**config.mk**
```make
export PLATFORM = sky130hd
export DESIGN_NAME = string_hash_key_mixer
export DESIGN_NICKNAME = d
export VERILOG_FILES = /design/src/rtl/shkm_pkg.sv /design/src/rtl/string_hash_key_mixer.sv
export SDC_FILE = /design/constraint.sdc
export NUM_CORES = 2
export LEC_CHECK = 0
export ABC_CLOCK_PERIOD_IN_PS = 14700
export BUFFER_PORTS_ARGS = -buffer_cell sky130_fd_sc_hd__buf_4
export CORE_ASPECT_RATIO = 2
export CORE_MARGIN = 2
export CORE_UTILIZATION = 57
export DETAILED_ROUTE_END_ITERATION = 6
export GPL_ROUTABILITY_DRIVEN = 1
export PLACE_DENSITY = 0.74
export SYNTH_ARGS = -nofsm -noshare
export SYNTH_HDL_FRONTEND = slang
export SYNTH_SLANG_ARGS = --single-unit
export TNS_END_PERCENT = 20
```
**constraint.sdc**
```tcl
create_clock -name clk -period 14.7 [get_ports clk]
set_input_delay 0.735 -clock clk [delete_from_list [all_inputs] [get_ports clk]]
set_output_delay 0.735 -clock clk [all_outputs]
set_load 0.005 [all_outputs]
```
**src/rtl/shkm_pkg.sv**
```systemverilog
// Package for the string hash key mixer: word type, initial words and mixing constants.
// No dependencies; used by string_hash_key_mixer.
`default_nettype none

package shkm_pkg;

    typedef logic [31:0] word_t;

    // initial words loaded by the first item of a string
    localparam word_t INIT_W0 = 32'h6c078965;
    localparam word_t INIT_W1 = 32'h9908b0df;
    localparam word_t INIT_W2 = 32'h9d2c5680;
    localparam word_t INIT_W3 = 32'hefc60000;

    // multiplier constants and the finalisation addend
    localparam word_t K_BYTE  = 32'h85ebca77;
    localparam word_t K_MIX1  = 32'hcc9e2d51;
    localparam word_t K_MIX2  = 32'h1b873593;
    localparam word_t K_MIX3  = 32'h85ebca6b;
    localparam word_t K_MIX4  = 32'hc2b2ae35;
    localparam word_t K_FIN   = 32'h5bd1e995;
    localparam word_t ADD_FIN = 32'hffff0000;

    localparam int unsigned NUM_WORDS  = 4;
    localparam int unsigned FIN_ROUNDS = 8;

endpackage

`default_nettype wire

```
**src/rtl/string_hash_key_mixer.sv**
```systemverilog
// String hash key mixer top level: sequencer around one shared 32x32 multiply-add unit.
// Depends on shkm_pkg.
`default_nettype none

// Takes a string one byte per input transfer and returns an 8-byte key on the transfer
// flagged is_last. The first transfer of a string (is_first) loads the four mixing words
// from fixed constants, with seed_word folded into word 0 and string_length into word 1,
// and clears the byte index. Each transfer with has_byte set absorbs its byte; a transfer
// with has_byte clear absorbs nothing, so an empty string is one transfer with is_first
// and is_last set and has_byte clear. All arithmetic runs through a single registered
// 32x32 multiply-add unit stepped by a small sequencer, and in_ready is high only while
// the sequencer is idle. After the accept step a byte takes six sequencer steps: five
// multiplies in a dependent chain and a write-back. A last transfer adds the eight
// finalisation rounds (a multiply step and a write-back step a round) and then the load
// of the output register. The key sits in an output register; the next input transfer
// may be taken while it still waits for out_ready, and only a following key waits for
// that register to drain. key_bytes carries key byte k at bits 8k+7 down to 8k.
module string_hash_key_mixer (
    input  wire logic        clk,
    input  wire logic        rst_n,
    input  wire logic        in_valid,
    output logic             in_ready,
    input  wire logic [7:0]  byte_value,
    input  wire logic        has_byte,
    input  wire logic        is_first,
    input  wire logic        is_last,
    input  wire logic [31:0] seed_word,
    input  wire logic [31:0] string_length,
    output logic             out_valid,
    input  wire logic        out_ready,
    output logic [63:0]      key_bytes
);

    typedef enum logic [3:0] {
        S_IDLE,
        S_M0,   // rotate current word, multiply byte
        S_M1,   // fold byte product, first mix multiply with salt
        S_M2,   // store p1, second mix multiply
        S_M3,   // store q1, third mix multiply
        S_M4,   // store p2, fourth mix multiply
        S_M5,   // store q2, advance index
        S_F0,   // finalisation round: xor-shift and multiply-add
        S_F1,   // finalisation round: write back
        S_OUT   // load output register
    } state_t;

    state_t            state_reg, state_next;
    shkm_pkg::word_t   words_reg [shkm_pkg::NUM_WORDS];
    shkm_pkg::word_t   words_next [shkm_pkg::NUM_WORDS];
    logic [31:0]       idx_reg, idx_next;
    logic [7:0]        byte_reg, byte_next;
    logic              last_reg, last_next;
    logic [2:0]        round_reg, round_next;
    shkm_pkg::word_t   prod_reg, prod_next;
    logic              out_valid_reg, out_valid_next;
    logic [63:0]       key_reg, key_next;

    // shared multiply-add unit operands; only the low word of the product is kept
    shkm_pkg::word_t   mul_a;
    shkm_pkg::word_t   mul_k;
    shkm_pkg::word_t   mul_add;
    shkm_pkg::word_t   mul_full;

    // word selects
    logic [1:0]        cur;
    logic [1:0]        nxt;
    logic [1:0]        fa;
    logic [1:0]        fb;
    logic [1:0]        fc;
    shkm_pkg::word_t   q0;
    shkm_pkg::word_t   fin_t;

    assign cur = idx_reg[1:0];
    assign nxt = idx_reg[1:0] + 2'd1;
    assign fa  = round_reg[1:0];
    assign fb  = round_reg[1:0] + 2'd1;
    assign fc  = round_reg[1:0] + 2'd2;

    assign q0    = words_reg[cur] ^ prod_reg;
    assign fin_t = words_reg[fa] ^ {words_reg[fb][20:0], 11'b0};

    assign mul_full  = mul_a * mul_k;
    assign prod_next = mul_full + mul_add;

    assign in_ready  = (state_reg == S_IDLE);
    assign out_valid = out_valid_reg;
    assign key_bytes = key_reg;

    always_comb
    begin
        state_next     = state_reg;
        words_next     = words_reg;
        idx_next       = idx_reg;
        byte_next      = byte_reg;
        last_next      = last_reg;
        round_next     = round_reg;
        key_next       = key_reg;
        out_valid_next = out_valid_reg && !out_ready;
        mul_a          = '0;
        mul_k          = '0;
        mul_add        = '0;

        unique case (state_reg)
            S_IDLE:
            begin
                if (in_valid)
                begin
                    byte_next = byte_value;
                    last_next = is_last;
                    if (is_first)
                    begin
                        words_next[0] = shkm_pkg::INIT_W0 ^ seed_word;
                        words_next[1] = shkm_pkg::INIT_W1 ^ string_length;
                        words_next[2] = shkm_pkg::INIT_W2;
                        words_next[3] = shkm_pkg::INIT_W3;
                        idx_next      = '0;
                    end
                    round_next = '0;
                    if (has_byte)
                        state_next = S_M0;
                    else if (is_last)
                        state_next = S_F0;
                end
            end
            S_M0:
            begin
                words_next[cur] = {words_reg[cur][24:0], words_reg[cur][31:25]};
                mul_a           = {24'b0, byte_reg};
                mul_k           = shkm_pkg::K_BYTE;
                state_next      = S_M1;
            end
            S_M1:
            begin
                // byte product folded into the current word; salt added after multiply
                words_next[cur] = q0;
                mul_a           = words_reg[nxt] ^ q0;
                mul_k           = shkm_pkg::K_MIX1;
                mul_add         = idx_reg;
                state_next      = S_M2;
            end
            S_M2:
            begin
                words_next[nxt] = prod_reg;
                mul_a           = words_reg[cur] ^ prod_reg;
                mul_k           = shkm_pkg::K_MIX2;
                state_next      = S_M3;
            end
            S_M3:
            begin
                words_next[cur] = prod_reg;
                mul_a           = words_reg[nxt] ^ {16'b0, words_reg[nxt][31:16]};
                mul_k           = shkm_pkg::K_MIX3;
                state_next      = S_M4;
            end
            S_M4:
            begin
                words_next[nxt] = prod_reg;
                mul_a           = words_reg[cur] ^ {13'b0, words_reg[cur][31:13]};
                mul_k           = shkm_pkg::K_MIX4;
                state_next      = S_M5;
            end
            S_M5:
            begin
                words_next[cur] = prod_reg;
                idx_next        = idx_reg + 32'd1;
                state_next      = last_reg ? S_F0 : S_IDLE;
            end
            S_F0:
            begin
                words_next[fc] = words_reg[fc] ^ {8'b0, fin_t[31:8]};
                mul_a          = fin_t;
                mul_k          = shkm_pkg::K_FIN;
                mul_add        = shkm_pkg::ADD_FIN;
                state_next     = S_F1;
            end
            S_F1:
            begin
                words_next[fa] = prod_reg;
                round_next     = round_reg + 3'd1;
                state_next     = (round_reg == 3'(shkm_pkg::FIN_ROUNDS - 1)) ? S_OUT : S_F0;
            end
            S_OUT:
            begin
                if (!out_valid_reg || out_ready)
                begin
                    key_next = {words_reg[3][31:24], words_reg[2][31:24],
                                words_reg[1][23:16], words_reg[0][23:16],
                                words_reg[3][15:8],  words_reg[2][15:8],
                                words_reg[1][7:0],   words_reg[0][7:0]};
                    out_valid_next = 1'b1;
                    state_next     = S_IDLE;
                end
            end
            default:
            begin
                state_next = S_IDLE;
            end
        endcase
    end

    always_ff @(posedge clk or negedge rst_n)
    begin
        if (!rst_n)
        begin
            state_reg     <= S_IDLE;
            for (int i = 0; i < shkm_pkg::NUM_WORDS; i++)
                words_reg[i] <= '0;
            idx_reg       <= '0;
            byte_reg      <= '0;
            last_reg      <= 1'b0;
            round_reg     <= '0;
            prod_reg      <= '0;
            out_valid_reg <= 1'b0;
            key_reg       <= '0;
        end
        else
        begin
            state_reg     <= state_next;
            words_reg     <= words_next;
            idx_reg       <= idx_next;
            byte_reg      <= byte_next;
            last_reg      <= last_next;
            round_reg     <= round_next;
            prod_reg      <= prod_next;
            out_valid_reg <= out_valid_next;
            key_reg       <= key_next;
        end
    end

endmodule

`default_nettype wire

```
==> key figures, run 1 <==
Logic synthesis
  – Top cell type by total area after synthesis: fa_1
  – Post-synthesis sequential area ratio: 0.187
  – Count of cell types in the netlist: 85
  – Synthesis Warnings: 0
  – Count leader, synth: inv_1
  – Seq cells post-synth: 273
  – Mapped Area: 0.0365 mm2
  – Synth area leaders: fa_1, dfrtp_1, mux4_2
  – Syn avg cell area: 9.40 um2
  – Share of synthesized registers carrying an async set or reset: 1.00
  – Primary FF master, synth: dfrtp_1
  – Post-synth top cells: inv_1, fa_1, nand2_1, dfrtp_1, nor2_1
  – Post-Syn Instances: 3,887
  – EDFF count, synth: 0
  – Syn_nets: 4,535
  – Top-area cell type share of the netlist area: 0.239

CTS
  – Num CTS Buffers: 24
  – Maximum buffer depth of the clock tree: 3
  – Cts repair resizes: 0
  – Clock sinks: 273
  – Post-CTS Setup Inserts: 0
  – Root Buffer: clkbuf_16
  – Post-CTS Hold Buffers: 0
  – CTS H-Tree Depth: 1

Global route
  – Vias in the first global route: 42,800
  – Largest net degree at the start of global routing: 94
  – GRT Util Overall: 0.740
  – First-pass GRT wire length: 356 mm
  – Global route overflow: 460

Place
  – Routability cong.: 1.23
  – Port-buffer cells: 144
  – Final HPWL DP: 154 mm

Outcome
  – Status: aborted with a tool error
  – Fail Step: global routing
  – First Err: [ERROR GRT-0116] Global routing finished with congestion. Check the congestion regions in the DRC Viewer.

Floorplan
  – Die Ht: 362 um
  – Num ports: 145
  – Starting Density: 0.574
  – Die Width: 183 um
  – # rows: 131
metal layers:
metal	global-route usage	GRT overflow
met5	0.161	5
met4	0.779	202
met3	0.555	4
met2	0.931	248
met1	0.726	1
logic make-up after synthesis:
family,after synthesis,synth area share
AND/OR/NAND/NOR,868,0.102
buffers and inverters,833,0.0897
AO/OA/AOI/OAI,774,0.139
adder cells (fa/ha/maj),569,0.285
multiplexers,293,0.131
XOR/XNOR,277,0.0676
flip-flops,273,0.187
through the flow:
step	setup slack [ns]	area (um2)	instances
after detailed placement	2.66	38600	4705
after global placement	2.67	38600	4705
after floorplan	4.12	36500	3887
after CTS	2.63	39400	4749
==> inputs of run 2 (changes only) <==
Settings changed: CORE_ASPECT_RATIO 2 to unset, CORE_UTILIZATION 57 to 40, PLACE_DENSITY 0.74 to unset, PLACE_DENSITY_LB_ADDON set to 0.15.
==> key figures, run 2 <==
Outcome
  – Status: complete, but fails checks
  – Failing checks: DRC

Logic synthesis
  – Complex-gate fraction of the synthesized area: 0.139
  – Top-area cell type share of the netlist area: 0.239
  – Count of cell types in the netlist: 85
  – Count leader, synth: inv_1
  – Largest family of logic cells by synthesized area: adder cells
  – Syn avg cell area: 9.40 um2
  – Post-Synth XOR/XNOR Area: 0.0676
  – Post-Syn Instances: 3,887
  – Primary FF master, synth: dfrtp_1
  – Share of synthesized registers carrying an async set or reset: 1.00
  – Seq cells post-synth: 273
  – Top cell type by total area after synthesis: fa_1
  – Synthesis Warnings: 0
  – Post-synthesis sequential area ratio: 0.187
  – Mux cell area share after synthesis: 0.131
  – Synth Area in Simple Gates: 0.102
  – Adder-Cell Fraction of Synth Area: 0.285
  – EDFF count, synth: 0
  – Synth area leaders: fa_1, dfrtp_1, mux4_2
  – Post-synth top cells: inv_1, fa_1, nand2_1, dfrtp_1, nor2_1
  – Syn_nets: 4,535
  – Mapped Area: 0.0365 mm2

CTS
  – Post-CTS Hold Buffers: 0
  – Clock Latency Late Sink: 0.57 ns
  – Cts repair resizes: 0
  – Post-CTS Setup Inserts: 0
  – Num CTS Buffers: 34
  – Maximum buffer depth of the clock tree: 3
  – CTS tree: yes
  – Clock sinks: 273
  – Root Buffer: clkbuf_16
  – CTS H-Tree Depth: 2
  – Reg clk slew, reported paths: 0.06 ns

Worst setup path
  – Crit-path slowest cell: ha_2
  – Startpoint types: flip-flop
  – Worst Path Buf+Inv: 8
  – CP delay by family, top: adder cells
  – CP required: 15.16 ns
  – Largest stage delay, worst path: 0.77 ns
  – Critical Path AT: 11.80 ns
  – Crit Path Class: flip-flop to flip-flop
  – Top cell by count, worst path: fa_1
  – Critical Path Sink Type: flip-flop
  – CP Max Fanout: 19

Timing
  – Final slew viol count: 0
  – Final Hold Vio Count: 0
  – RSZ-0062 raised after global routing: no
  – Final setup TNS: 0 ns
  – Final period demand of the worst path: 11.34 ns
  – Post-route clock period utilization: 0.772
  – Skew final: 0.0407 ns
  – Highest clock rate: 88.2 MHz
  – Final setup viols: 0
  – Rel. slew slack: 0.0654
  – Worst Tran Pin Value: 1.40 ns

Global route
  – Largest net degree at the start of global routing: 94
  – GRT Util Overall: 0.365
  – First-pass GRT wire length: 244 mm
  – Initial antenna violation count: 5
  – Vias in the first global route: 31,800
  – Global route overflow: 0

Routing
  – Antenna-violating nets left: 0
  – Vias: 31,800
  – # DRC: 9
  – Initial drt markers: 4,808
  – Met3 Routed Length: 18.6 mm
  – Met2 routed WL: 73.5 mm
  – Met1 wire length: 65.5 mm
  – Routed vias/inst: 6.21
  – Top Metal Used: met5
  – TritonRoute pass-1 iters: 7
  – Wire length per cell: 33.4 um
  – DRT Wirelength: 171 mm

Cells and area
  – Commonest non-fill, non-tap cell in the layout: inv_1
  – Layout cells sized above 1: 0.142
  – Antenna diodes: 0
  – Nets: 4,572
  – Fillers: 8,984
  – Area delta synth->final: 9.46%
  – Most frequent cells in the layout: inv_1, fa_1, nand2_1
  – Fin util: 0.443
  – Max reg flops: 128

Floorplan
  – Core footprint: 0.0903 mm2
  – Starting Density: 0.405
  – Full die area: 0.0938 mm2
  – Die Ht: 306 um
  – Die Width: 306 um
  – # rows: 110
  – Num ports: 145

Place
  – Routability cong.: 1.03
  – Port-buffer cells: 144
  – Final HPWL DP: 134 mm

Flow run
  – Number of max-cap violations: 0

Hold path
  – Hold WC Path Type: input pin to asynchronous set/reset pin
## run 2: cell counts after synthesis
Identical to the previous run, type by type.
## run 2: stage by stage
| stage | std cells | setup slack (ns) | hold WS [ns] | area (um2) |
|---|---|---|---|---|
| 6_report | 5122 | 3.36 | 0.190 | 40000 |
| 5_1_grt | 5122 | 2.83 | 0.258 | 40000 |
| 4_1_cts | 5122 | 3.48 | 0.235 | 40000 |
| 3_5_place_dp | 5064 | 3.52 | 0.494 | 38900 |
| 3_3_place_gp | 5064 | 3.47 | 0.485 | 38900 |
| 2_1_floorplan | 3887 | 4.12 | 0.439 | 36500 |
## run 2: layout make-up
type	count	area, um2	area share
well taps	1176	1470	0.0368
clock inverters	14	135	0.00338
repair buffers	234	1780	0.0444
inverters	600	2250	0.0563
flip-flops and latches	273	6840	0.171
multi-input cells	2781	26600	0.664
clock buffers	44	950	0.0237
## run 2: worst reg2reg max path: cells and delay by family (launching register included)
kind / cells / cell delay, ns
xor+xnor: 1 / 0.14
simple gates: 4 / 0.98
buf+inv: 8 / 1.51
flops: 1 / 0.64
compound gates: 10 / 2.15
mux: 1 / 0.71
fa+ha+maj: 10 / 5.13
## run 2: path summary, 6_finish.rpt
kind                               start       endpoint  slack, ns  cells past startpoint
max in group asynchronous          rst_n     idx_reg[0]      12.00                      3
max reg2reg                   idx_reg[0]   prod_reg[31]       3.36                     34
min                                rst_n  key_bytes[20]       0.19                      1
min reg2reg                key_bytes[10]  key_bytes[10]       0.50                      1
min in group clk           byte_value[2]    byte_reg[2]       0.40                      2
max                           idx_reg[0]   prod_reg[31]       3.36                     34
## run 2: cells by family after synthesis
logic type	count (synthesis)
muxes	293
xor gates and xnor gates	277
DFF	273
buffers and inverters	833
AOI/OAI and AO/OA	774
and+or+nand+nor	868
adders and majority gates	569
## run 2: layer usage
layer / GRT usage / vias up
met2: 0.548 / 2269
met4: 0.223 / 4
met3: 0.0816 / 499
met5: 0 / -
li1: - / 13100
met1: 0.479 / 16000
Power of run 2 is left out: the tool's default activity adds up to more than one toggle a clock period on the data nets, which glitch-free logic cannot reach.
